### config.mk
export PLATFORM = sky130hd
export DESIGN_NAME = archive_toc_stream_parser
export DESIGN_NICKNAME = d
export VERILOG_FILES = /design/src/rtl/atoc_pkg.sv /design/src/rtl/atoc_front.sv /design/src/rtl/atoc_queue.sv /design/src/rtl/atoc_back.sv /design/src/rtl/archive_toc_stream_parser.sv
export SDC_FILE = /design/constraint.sdc
export NUM_CORES = 2
export LEC_CHECK = 0
export ABC_AREA = 1
export BUFFER_PORTS_ARGS = -buffer_cell sky130_fd_sc_hd__buf_4
export CORE_MARGIN = 5
export CORE_UTILIZATION = 28
export DETAILED_ROUTE_END_ITERATION = 7
export PLACE_DENSITY_LB_ADDON = 0.1
export SKIP_LAST_GASP = 1
export SLEW_MARGIN = 20
export SYNTH_ARGS = -nofsm -noshare
export SYNTH_HDL_FRONTEND = slang
export SYNTH_HIERARCHICAL = 1
export SYNTH_SLANG_ARGS = --single-unit
### constraint.sdc
create_clock -name i_clk -period 12.6 [get_ports i_clk]
set_clock_uncertainty 0.15 [all_clocks]
set_input_delay 1.89 -clock i_clk [delete_from_list [all_inputs] [get_ports i_clk]]
set_output_delay 1.89 -clock i_clk [all_outputs]
set_load 0.02 [all_outputs]
### src/rtl/atoc_pkg.sv
package atoc_pkg;

    localparam int NameCharW = 10;
    localparam logic [NameCharW-1:0] NameCharLimitReset = 10'd260;
    localparam logic [NameCharW-1:0] NameCharMax = 10'd1023;
    localparam int HeaderBytes = 16;
    localparam int QueueDepth = 4;

    typedef enum logic [2:0] {
        PH_HEADER = 3'd0,
        PH_OFFSET = 3'd1,
        PH_SIZE   = 3'd2,
        PH_NAME   = 3'd3,
        PH_DONE   = 3'd4,
        PH_HALT   = 3'd5
    } t_phase;

    typedef enum logic [1:0] {
        K_NAME   = 2'd0,
        K_HEADER = 2'd1,
        K_ENTRY  = 2'd2,
        K_FINAL  = 2'd3
    } t_kind;

    typedef enum logic [2:0] {
        ST_OK        = 3'd0,
        ST_BAD_SIG   = 3'd1,
        ST_ZERO_OFF  = 3'd2,
        ST_EMPTY     = 3'd3,
        ST_TOO_LONG  = 3'd4,
        ST_TRUNCATED = 3'd5
    } t_status;

    localparam logic [31:0] SigBig2 = 32'h42494732;
    localparam logic [31:0] SigBig3 = 32'h42494733;
    localparam logic [31:0] SigBig4 = 32'h42494734;
    localparam logic [31:0] SigBig5 = 32'h42494735;
    localparam logic [31:0] SigC0fb = 32'h63306662;
    localparam logic [31:0] SigBigf = 32'h42494746;
    localparam logic [2:0] KindBigf = 3'd5;

    // One classified event from the front part.
    typedef struct packed {
        logic          emit;
        t_kind         kind;
        logic [7:0]    name_byte;
        logic [39:0]   entry_offset;
        logic [31:0]   entry_size;
        logic [9:0]    name_chars;
        logic [2:0]    archive_kind;
        logic [31:0]   file_length;
        logic [31:0]   entry_count;
        logic [31:0]   header_length;
        logic          fin;
        t_status       status;
    } t_event;

    typedef struct packed {
        t_kind       kind;
        logic [7:0]  name_byte;
        logic [39:0] entry_offset;
        logic [31:0] entry_size;
        logic [9:0]  name_chars;
        logic [2:0]  archive_kind;
        logic [31:0] file_length;
        logic [31:0] entry_count;
        logic [31:0] header_length;
        t_status     status;
    } t_result;

    function automatic logic [2:0] off_width(input logic [2:0] k);
        case (k)
            3'd0:    off_width = 3'd2;
            3'd1:    off_width = 3'd3;
            3'd2:    off_width = 3'd4;
            3'd3:    off_width = 3'd5;
            3'd4:    off_width = 3'd3;
            default: off_width = 3'd0;
        endcase
    endfunction

    function automatic logic [2:0] size_width(input logic [2:0] k);
        case (k)
            3'd0:    size_width = 3'd2;
            3'd1:    size_width = 3'd3;
            3'd2:    size_width = 3'd4;
            3'd3:    size_width = 3'd4;
            3'd4:    size_width = 3'd3;
            default: size_width = 3'd0;
        endcase
    endfunction

endpackage

### src/rtl/atoc_front.sv
module atoc_front import atoc_pkg::*; (
    input  logic                 i_clk,
    input  logic                 i_rst_n,
    input  logic                 i_step,
    input  logic [7:0]           i_byte,
    input  logic                 i_last,
    input  logic [NameCharW-1:0] i_limit,
    output t_event               o_ev0,
    output t_event               o_ev1
);

    t_phase      r_phase, n_phase;
    logic [3:0]  r_idx, n_idx;
    logic [2:0]  r_kcode, n_kcode;
    logic [31:0] r_alen, n_alen;
    logic [31:0] r_dent, n_dent;
    logic [31:0] r_dhl, n_dhl;
    logic [31:0] r_done, n_done;
    logic [31:0] r_seen, n_seen;
    logic [39:0] r_off, n_off;
    logic [31:0] r_size, n_size;
    logic [9:0]  r_cnt, n_cnt;
    t_status     r_err, n_err;
    logic [31:0] sig;
    logic        found;
    logic [2:0]  fk;
    logic [3:0]  idx1;
    logic [9:0]  cnt1;
    t_status     st;

    always_comb begin
        n_phase = r_phase; n_idx = r_idx; n_kcode = r_kcode; n_alen = r_alen;
        n_dent = r_dent; n_dhl = r_dhl; n_done = r_done; n_off = r_off;
        n_size = r_size; n_cnt = r_cnt; n_err = r_err;
        n_seen = (r_seen != 32'hFFFFFFFF) ? r_seen + 32'd1 : r_seen;
        o_ev0 = '0;
        o_ev1 = '0;
        sig = {r_off[23:0], i_byte};
        found = 1'b0;
        fk = 3'd0;
        idx1 = r_idx + 4'd1;
        cnt1 = r_cnt;
        st = ST_OK;
        case (sig)
            SigBig2: begin found = 1'b1; fk = 3'd0; end
            SigBig3: begin found = 1'b1; fk = 3'd1; end
            SigBig4: begin found = 1'b1; fk = 3'd2; end
            SigBig5: begin found = 1'b1; fk = 3'd3; end
            SigC0fb: begin found = 1'b1; fk = 3'd4; end
            SigBigf: begin found = 1'b1; fk = KindBigf; end
            default: begin found = 1'b0; fk = 3'd0; end
        endcase
        case (r_phase)
            PH_HEADER: begin
                n_idx = idx1;
                if (r_idx < 4'd4) n_off = {8'd0, sig};
                else if (r_idx < 4'd8) n_alen = {r_alen[23:0], i_byte};
                else if (r_idx < 4'd12) n_dent = {r_dent[23:0], i_byte};
                else n_dhl = {r_dhl[23:0], i_byte};
                if (r_idx == 4'd3) begin
                    if (found) n_kcode = fk;
                    else begin n_err = ST_BAD_SIG; n_phase = PH_HALT; end
                end
                if (r_idx == 4'(HeaderBytes - 1)) begin
                    o_ev0.emit = 1'b1;
                    o_ev0.kind = K_HEADER;
                    o_ev0.archive_kind = r_kcode;
                    o_ev0.file_length = r_alen;
                    o_ev0.entry_count = r_dent;
                    o_ev0.header_length = n_dhl;
                    n_idx = 4'd0;
                    if (r_dent == 32'd0) n_phase = PH_DONE;
                    else if (r_kcode == KindBigf) begin
                        n_err = ST_ZERO_OFF; n_phase = PH_HALT;
                    end else begin
                        n_phase = PH_OFFSET; n_off = '0; n_size = '0; n_cnt = '0;
                    end
                end
            end
            PH_OFFSET: begin
                n_off = {r_off[31:0], i_byte};
                n_idx = idx1;
                if ({1'b0, idx1} >= {2'b0, off_width(r_kcode)}) begin
                    if (n_off == 40'd0) begin n_err = ST_ZERO_OFF; n_phase = PH_HALT; end
                    else begin n_phase = PH_SIZE; n_idx = 4'd0; end
                end
            end
            PH_SIZE: begin
                n_size = {r_size[23:0], i_byte};
                n_idx = idx1;
                if ({1'b0, idx1} >= {2'b0, size_width(r_kcode)}) begin
                    n_phase = PH_NAME; n_idx = 4'd0; n_cnt = '0;
                end
            end
            PH_NAME: begin
                if (i_byte == 8'd0) begin
                    if (r_cnt == 10'd0) begin n_err = ST_EMPTY; n_phase = PH_HALT; end
                    else begin
                        o_ev0.emit = 1'b1;
                        o_ev0.kind = K_ENTRY;
                        o_ev0.entry_offset = r_off;
                        o_ev0.entry_size = r_size;
                        o_ev0.name_chars = r_cnt;
                        n_done = r_done + 32'd1;
                        if (n_done >= r_dent) n_phase = PH_DONE;
                        else begin
                            n_phase = PH_OFFSET; n_idx = 4'd0; n_off = '0;
                            n_size = '0; n_cnt = '0;
                        end
                    end
                end else begin
                    if (i_byte[7:6] != 2'b10 && r_cnt != NameCharMax) cnt1 = r_cnt + 10'd1;
                    n_cnt = cnt1;
                    if (cnt1 > i_limit) begin n_err = ST_TOO_LONG; n_phase = PH_HALT; end
                    else begin
                        o_ev0.emit = 1'b1;
                        o_ev0.kind = K_NAME;
                        o_ev0.name_byte = i_byte;
                        o_ev0.name_chars = cnt1;
                    end
                end
            end
            default: begin
            end
        endcase
        if (i_last) begin
            st = n_err;
            if (st == ST_OK && (n_phase != PH_DONE || n_done < n_dent ||
                n_dhl < 32'(HeaderBytes) || n_seen < n_dhl))
                st = ST_TRUNCATED;
            o_ev1.emit = 1'b1;
            o_ev1.kind = K_FINAL;
            o_ev1.fin = 1'b1;
            o_ev1.status = st;
        end
    end

    always_ff @(posedge i_clk) begin
        if (!i_rst_n || (i_step && i_last)) begin
            r_phase <= PH_HEADER; r_idx <= '0; r_kcode <= '0; r_alen <= '0;
            r_dent <= '0; r_dhl <= '0; r_done <= '0; r_seen <= '0;
            r_off <= '0; r_size <= '0; r_cnt <= '0; r_err <= ST_OK;
        end else if (i_step) begin
            r_phase <= n_phase; r_idx <= n_idx; r_kcode <= n_kcode;
            r_alen <= n_alen; r_dent <= n_dent; r_dhl <= n_dhl;
            r_done <= n_done; r_seen <= n_seen; r_off <= n_off;
            r_size <= n_size; r_cnt <= n_cnt; r_err <= n_err;
        end
    end

endmodule

### src/rtl/atoc_queue.sv
module atoc_queue import atoc_pkg::*; #(
    parameter int Depth = QueueDepth
) (
    input  logic    i_clk,
    input  logic    i_rst_n,
    input  logic    i_push0,
    input  t_result i_d0,
    input  logic    i_push1,
    input  t_result i_d1,
    output logic    o_room2,
    output logic    o_valid,
    output t_result o_q,
    input  logic    i_pop
);

    localparam int AW = $clog2(Depth);

    t_result             r_mem [Depth];
    logic [AW-1:0]       r_wp, r_rp;
    logic [AW:0]         r_cnt;
    logic [AW-1:0]       wp1;
    logic [1:0]          npush;

    assign wp1 = r_wp + AW'(1);
    assign npush = {1'b0, i_push0} + {1'b0, i_push1};
    assign o_valid = r_cnt != '0;
    assign o_q = r_mem[r_rp];
    assign o_room2 = r_cnt <= (AW+1)'(Depth - 2);

    always_ff @(posedge i_clk) begin
        if (i_push0) r_mem[r_wp] <= i_d0;
        if (i_push1) r_mem[i_push0 ? wp1 : r_wp] <= i_d1;
    end

    always_ff @(posedge i_clk) begin
        if (!i_rst_n) begin
            r_wp <= '0; r_rp <= '0; r_cnt <= '0;
        end else begin
            r_wp <= r_wp + AW'(npush);
            if (i_pop && o_valid) r_rp <= r_rp + AW'(1);
            r_cnt <= r_cnt + (AW+1)'(npush) - (AW+1)'(i_pop && o_valid);
        end
    end

endmodule

### src/rtl/atoc_back.sv
module atoc_back import atoc_pkg::*; (
    input  logic         i_clk,
    input  logic         i_rst_n,
    input  logic         i_valid,
    input  t_result      i_q,
    output logic         o_pop,
    output logic         o_tvalid,
    output logic [191:0] o_tdata,
    output logic [1:0]   o_tuser,
    output logic         o_tlast,
    input  logic         i_tready
);

    logic    r_valid;
    t_result r_q;

    assign o_pop = i_valid && (!r_valid || i_tready);
    assign o_tvalid = r_valid;
    assign o_tuser = r_q.kind;
    assign o_tlast = r_q.kind == K_FINAL;
    assign o_tdata = {r_q.status, r_q.header_length, r_q.entry_count,
                      r_q.file_length, r_q.archive_kind, r_q.name_chars,
                      r_q.entry_size, r_q.entry_offset, r_q.name_byte};

    always_ff @(posedge i_clk) begin
        if (!i_rst_n) r_valid <= 1'b0;
        else if (o_pop) r_valid <= 1'b1;
        else if (i_tready) r_valid <= 1'b0;
    end

    always_ff @(posedge i_clk) begin
        if (o_pop) r_q <= i_q;
    end

endmodule

### src/rtl/archive_toc_stream_parser.sv
// Parses an archive header byte stream, one byte per cycle, into results on the
// master side: tuser gives the kind (name byte, header info, entry complete, final
// status) and tlast marks the final status that follows the byte marked tlast on the
// slave side. A byte is taken in the cycle it arrives when the four-entry result queue
// has room for two results; the output register drains the queue at one result a
// cycle, so the sustained rate is one byte per cycle while the sink keeps up.
module archive_toc_stream_parser import atoc_pkg::*; #(
    parameter int QDepth = QueueDepth
) (
    input  logic                 i_clk,
    input  logic                 i_rst_n,
    input  logic                 s_axis_tvalid,
    output logic                 s_axis_tready,
    input  logic [7:0]           s_axis_tdata,   // data_byte
    input  logic                 s_axis_tlast,
    output logic                 m_axis_tvalid,
    input  logic                 m_axis_tready,
    // name_byte, entry_offset, entry_size, name_chars, archive_kind,
    // file_length, entry_count, header_length, status
    output logic [191:0]         m_axis_tdata,
    output logic [1:0]           m_axis_tuser,   // kind
    output logic                 m_axis_tlast,
    input  logic                 i_cfg_we,
    input  logic [NameCharW-1:0] i_cfg_wdata
);

    logic [NameCharW-1:0] r_limit;
    logic    step, room, qv, pop;
    t_event  ev0, ev1;
    t_result d0, d1, q;

    assign s_axis_tready = room;
    assign step = s_axis_tvalid && room;

    always_ff @(posedge i_clk) begin
        if (!i_rst_n) r_limit <= NameCharLimitReset;
        else if (i_cfg_we) r_limit <= i_cfg_wdata;
    end

    atoc_front u_front (
        .i_clk(i_clk), .i_rst_n(i_rst_n), .i_step(step), .i_byte(s_axis_tdata),
        .i_last(s_axis_tlast), .i_limit(r_limit), .o_ev0(ev0), .o_ev1(ev1)
    );

    assign d0 = '{ev0.kind, ev0.name_byte, ev0.entry_offset, ev0.entry_size,
                  ev0.name_chars, ev0.archive_kind, ev0.file_length, ev0.entry_count,
                  ev0.header_length, ev0.status};
    assign d1 = '{ev1.kind, ev1.name_byte, ev1.entry_offset, ev1.entry_size,
                  ev1.name_chars, ev1.archive_kind, ev1.file_length, ev1.entry_count,
                  ev1.header_length, ev1.status};

    atoc_queue #(.Depth(QDepth)) u_queue (
        .i_clk(i_clk), .i_rst_n(i_rst_n),
        .i_push0(step && ev0.emit), .i_d0(d0),
        .i_push1(step && ev1.emit && ev1.fin), .i_d1(d1),
        .o_room2(room), .o_valid(qv), .o_q(q), .i_pop(pop)
    );

    atoc_back u_back (
        .i_clk(i_clk), .i_rst_n(i_rst_n), .i_valid(qv), .i_q(q), .o_pop(pop),
        .o_tvalid(m_axis_tvalid), .o_tdata(m_axis_tdata), .o_tuser(m_axis_tuser),
        .o_tlast(m_axis_tlast), .i_tready(m_axis_tready)
    );

endmodule

Word level (Yosys, flattened, before mapping)
Memories as Yosys holds them, arrays and structs flattened. A register that Yosys moved wholly into a read port is not among the register bits.
Index checks and enable logic that the tools add are counted.
- memory bits (writable): 776
- memories: 1
- flip-flop bits (word level): 273
- logic and storage cells: 206
- output and inout port bits: 197
- input bits: 24
- add/sub/neg operators: 10
- bitwise logic cells: 1
- magnitude comparators: 11
- equality and inequality tests: 30
- mux-type cells: 99
- reductions and logical operators: 37
- memory list (memory ; depth ; width ; rd ports ; clocked after Yosys merged registers in ; write ports ; line ; source):
    u_queue.r_mem ; 4 ; 194 ; 1 ; 1 ; 2 ; atoc_queue.sv:18 ; t_result r_mem [Depth];
- operators with widths (cell ; number):
    $mux W32 ; 18
    $mux W40 ; 7
    $mux W99 ; 2
    $eq A32 B31 Y1 const B ; 6
    $mux W10 ; 12
    $pmux W40 S3 ; 1
    $pmux W32 S3 ; 1
    $mux W90 ; 1
    $mux W3 ; 29
    $mux W82 ; 1
    $mux W72 ; 1
    $add A32 B1 Y32 const B ; 2
    $lt A32 B32 Y1 ; 2
    $logic_not A40 Y1 ; 1
    $ge A32 B32 Y1 ; 1
    $logic_not A32 Y1 ; 1
    $lt A32 B5 Y1 const B ; 1
    $mux W4 ; 8
    $ne A32 B32 Y1 const B ; 1
    $pmux W10 S3 ; 1
    $pmux W3 S4 ; 2
    $pmux W3 S3 ; 2
    $pmux W4 S4 ; 1
    $reduce_and A8 Y1 ; 2
    42 further kinds ; 84

Depth between registers and ports, before layout
- word-level depth: 20
- mapped depth: 34
- depth with buffers taken out: 33

Cells and area by module
Netlist, hierarchy kept.
- modules (own cells, without submodules) (module ; sequential area each (um^2) ; times used ; cells an instance ; area an instance (um^2)):
    atoc_queue ; 23482.5 ; 1 ; 4549 ; 40134.7
    atoc_front ; 5104.9 ; 1 ; 2921 ; 18687.9
    atoc_back ; 5845.6 ; 1 ; 203 ; 5884.4
    archive_toc_stream_parser ; 200.2 ; 1 ; 66 ; 437.9

Worst setup path after synthesis
Ideal clock, no wire load.
- kind: input port to flip-flop
- start: in m_axis_tready
- end: reg u_queue.r_cnt[2]
- required time: 12335 ps
- data arrival time: 12777 ps
- buffers on the path: 0
- setup time: 115 ps
- setup slack: -442 ps
- stages on the path: 9
- path through: inv_2 > a21oi_1 > a21boi_0 > ha_1 > inv_1 > ha_1 > fa_1 > a21oi_1 > nor2_1
- longest elaborated chain between the ends: 4
- RTL lines (what ; line ; source):
    from (decl) ; archive_toc_stream_parser.sv:17 ; input logic m_axis_tready,
    $logic_or A1 B1 Y1 ; atoc_back.sv:17 ; assign o_pop = i_valid && (!r_valid || i_tready);
    $logic_and A1 B1 Y1 ; atoc_back.sv:17 ;
    net pop ; archive_toc_stream_parser.sv:28 ; logic step, room, qv, pop;
    $logic_and A1 B1 Y1 ; atoc_queue.sv:41 ; r_cnt <= r_cnt + (AW+1)'(npush) - (AW+1)'(i_pop && o_valid);
    $sub A3 B1 Y3 ; atoc_queue.sv:41 ;
    to (signal assigned) ; atoc_queue.sv:41 ;
    to (decl) ; atoc_queue.sv:20 ; logic [AW:0] r_cnt;
The timed path passes the listed nets, and every way through them passes these cells.
A chain may end at the register's enable or synchronous reset.

==> run summary <==
=====================================================================================
Gr usage total                                                                  0.190
Final clock period utilization by the worst path                                0.740
Number of cells in the design after placement                                  10,600
Max Transition Viols Final                                                          0
Pre-CTS WS                                                                    2.52 ns
Post-DR vias/cell                                                                4.93
Count of filler cells inserted in the layout                                   24,400
Total routed wirelength                                                    238,000 um
Met3 routed WL                                                              12,000 um
Met2 Wirelength                                                            113,000 um
WL met1                                                                    108,000 um
Ports placed on the boundary                                                      221
Wire length per cell after detailed routing                                   21.9 um
DRC violation count after routing                                                   0
Critical path arrival                                                         9.58 ns
Non-Filler Instances                                                           10,900
Reg2reg setup slack                                                           3.85 ns
Number of sinks handled by clock tree synthesis                                 1,245
Required time at the worst-slack endpoint                                    12.85 ns
Power after layout                                                            13.7 mW
Initial core utilization                                                        0.281
First-iteration detailed-routing DRC count                                      4,183
Critical path startpoint category                                        primary input
Floorplan core area                                                      232,000 um^2
Max-cap check violation count                                                       0
Worst hold path depth                                                               2
Cts-stage hold buffer count                                                         0
Outcome                                                                  finished clean
Final Hold Viols                                                                    0
Power density normalized to cell area                                     187 nW/um^2
Insertion delay to the later sink of the worst-skew pair                      0.82 ns
Cells resized by post-CTS repair                                                    0
Crit path max fanout                                                              118
Instance count of the mapped netlist                                            7,738
Count of nets after finishing                                                   7,828
First drt pass iteration count                                                      6
Ratio of cells with drive above 1 in the final layout                          0.0778
CP Class                                                                 primary input to flip-flop
Unrepaired setup endpoints after global routing                                    no
Buffer cell driving the clock tree root                                  sky130_fd_sc_hd__clkbuf_16
Max transition margin                                                           0.202
Post-place instance area                                                  68,400 um^2
First-pass GRT wire length                                                 351,000 um
Maximum number of pins on one net before global-route repair                      171
Post-CTS Setup Inserts                                                              0
Fin Hold WS                                                                  0.313 ns
Chip height                                                                    492 um
RePlAce Congestion                                                              0.824
Endpoint of the most critical register-to-register path                  u_queue/r_mem[2][88]$_DFFE_PP_
Pin slew with the least headroom to its limit                                 1.20 ns
Number of clock buffers inserted by TritonCTS                                     156
YS warnings                                                                         6
Clock-pin slew of the registers on the worst-case setup and hold paths        0.06 ns
Final critical path time including I/O delays and setup                       9.33 ns
Grt ovf                                                                             0
Antenna violations before repair                                                   16
Number of levels the H-tree was split into                                          4
Type of destination of the critical path                                    flip-flop
Final ANT Viol Nets                                                                 0
Cell count of the worst reg-to-reg path                                            26
Setup violations, final                                                             0
Leak pwr                                                                      30.0 nW
Number of input and output port buffers inserted                                  220
Per-instance average area after synthesis                                   8.42 um^2
Rows                                                                              177
Die boundary width                                                             492 um
Maximum achievable frequency                                                  107 MHz
Worst min-delay path endpoint                                            u_front/r_off[36]$_SDFFE_PP0P_
Post-synthesis instance area                                              65,100 um^2
Via count                                                                      53,500
Reg-to-Reg Start                                                         u_front/r_cnt[0]$_SDFFE_PP0P_
Hold path startpoint                                                     u_front/r_off[36]$_SDFFE_PP0P_
Die area                                                                 242,000 um^2
Vias in the first global route                                                 52,600
Worst min-delay path class                                               flip-flop to flip-flop
Worst setup slack after layout                                                3.27 ns
Sequential cell area                                                      34,600 um^2
Final HPWL from detailed placement                                         137,000 um
Top routing layer in use                                                         met5
Area occupied by multi-input gates                                        25,800 um^2
Post-layout util                                                                0.316
Final Instance Area                                                       73,300 um^2
CTS max path bufs                                                                   3
Sum of negative setup slack                                                      0 ns
TritonCTS clock tree                                                              yes
Area added between synthesis and finish                                         12.6%
IR drop worst, VDD                                                           0.143 mV
=====================================================================================
-- layout make-up --
cell class / instances / share of cell area
well taps: 3043 / 0.0519
flip-flops and latches: 1245 / 0.473
clock inverters: 64 / 0.00720
repair buffers: 309 / 0.0333
multi-input cells: 5509 / 0.351
inverters: 459 / 0.0238
clock buffers: 221 / 0.0596
diodes: 4 / 0.000137
-- state kept, by name, indices dropped and copies added (netlist names), 4 cells and up, named ones only --
signal / flops
r_limit: 10
u_front/r_done: 32
u_front/r_alen: 32
u_front/r_dhl: 32
u_back/o_tdata: 192
u_front/r_size: 32
u_front/r_off: 40
u_queue/r_mem: 776
u_front/r_dent: 32
u_front/r_idx: 4
u_front/r_seen: 32
u_front/r_cnt: 10
-- power breakdown --
| part | internal (mW) | leakage, nW | total, mW | switching [mW] |
|---|---|---|---|---|
| Sequential | 5.11 | 11.4 | 5.38 | 0.273 |
| Combinational | 1.09 | 16.2 | 3.94 | 2.86 |
| Clock | 2.55 | 2.41 | 4.40 | 1.84 |
-- critical path: stages --
cell and delay, ns:
sky130_fd_sc_hd__buf_4 0.15, sky130_fd_sc_hd__inv_1 0.14, sky130_fd_sc_hd__o21ai_0 0.25, sky130_fd_sc_hd__inv_1 0.17
sky130_fd_sc_hd__nand2_1 0.08, sky130_fd_sc_hd__nor2_1 0.16, sky130_fd_sc_hd__nand3_1 0.14, sky130_fd_sc_hd__nor2_1 0.24
sky130_fd_sc_hd__xor2_1 0.29, sky130_fd_sc_hd__ha_1 0.30, sky130_fd_sc_hd__a21oi_1 0.14, sky130_fd_sc_hd__nor2_1 0.05
sky130_fd_sc_hd__a211oi_1 0.24, sky130_fd_sc_hd__o211ai_1 0.13, sky130_fd_sc_hd__nand2_1 0.17, sky130_fd_sc_hd__nand2_1 0.44
sky130_fd_sc_hd__nand3_1 0.20, sky130_fd_sc_hd__inv_1 0.06, sky130_fd_sc_hd__nor2_1 0.49, sky130_fd_sc_hd__nand2_1 0.26
sky130_fd_sc_hd__nand2_8 0.68, sky130_fd_sc_hd__nand3_4 0.92, sky130_fd_sc_hd__nand2_4 0.93, sky130_fd_sc_hd__buf_12 0.55
-- per-layer routing --
metal	vias to the layer above	global-route usage
met5	-	0
met4	8	0.0511
met3	331	0.0282
met2	1450	0.319
met1	26000	0.255
li1	25700	-
-- worst max-delay path by stage --
stage                                                 end  depth (start not counted)  slack [ns]       startpoint
after floorplan             u_queue/r_mem[1][0]$_DFFE_PP_                         28        2.31  s_axis_tdata[7]
after global placement     u_queue/r_mem[2][91]$_DFFE_PP_                         24        2.50  s_axis_tdata[7]
after detailed placement   u_queue/r_mem[2][91]$_DFFE_PP_                         24        2.52  s_axis_tdata[7]
after CTS                 u_queue/r_mem[2][131]$_DFFE_PP_                         24        3.39  s_axis_tdata[7]
after global routing      u_queue/r_mem[2][131]$_DFFE_PP_                         24        2.81  s_axis_tdata[7]
final                      u_queue/r_mem[2][88]$_DFFE_PP_                         24        3.27  s_axis_tdata[7]
-- layout by cell type, fill, tap and decap left out, types with 5 or more instances in the layout --
cell type / count
sky130_fd_sc_hd__buf_12: 8
sky130_fd_sc_hd__nand2_2: 9
sky130_fd_sc_hd__o21bai_1: 5
sky130_fd_sc_hd__a21oi_1: 220
sky130_fd_sc_hd__bufinv_16: 7
sky130_fd_sc_hd__nand3_1: 92
sky130_fd_sc_hd__nor2_2: 7
sky130_fd_sc_hd__nand2_4: 5
sky130_fd_sc_hd__o22ai_1: 202
sky130_fd_sc_hd__nand4_1: 432
sky130_fd_sc_hd__clkbuf_8: 16
sky130_fd_sc_hd__o21ai_0: 695
sky130_fd_sc_hd__nor2_4: 14
sky130_fd_sc_hd__conb_1: 192
sky130_fd_sc_hd__nor3_1: 40
sky130_fd_sc_hd__nand2_1: 2435
sky130_fd_sc_hd__xor2_1: 61
sky130_fd_sc_hd__ha_1: 123
sky130_fd_sc_hd__clkinv_2: 27
sky130_fd_sc_hd__a211oi_1: 16
sky130_fd_sc_hd__o211ai_1: 39
sky130_fd_sc_hd__clkinv_1: 20
sky130_fd_sc_hd__nor2_1: 840
sky130_fd_sc_hd__clkbuf_16: 159
sky130_fd_sc_hd__nand3_2: 6
sky130_fd_sc_hd__inv_1: 444
sky130_fd_sc_hd__nor4_1: 15
sky130_fd_sc_hd__inv_6: 9
sky130_fd_sc_hd__clkbuf_1: 46
sky130_fd_sc_hd__inv_2: 11
sky130_fd_sc_hd__buf_4: 299
sky130_fd_sc_hd__edfxtp_1: 970
sky130_fd_sc_hd__o21ai_1: 16
sky130_fd_sc_hd__dfxtp_1: 273
(Power assumes the default switching activity.)
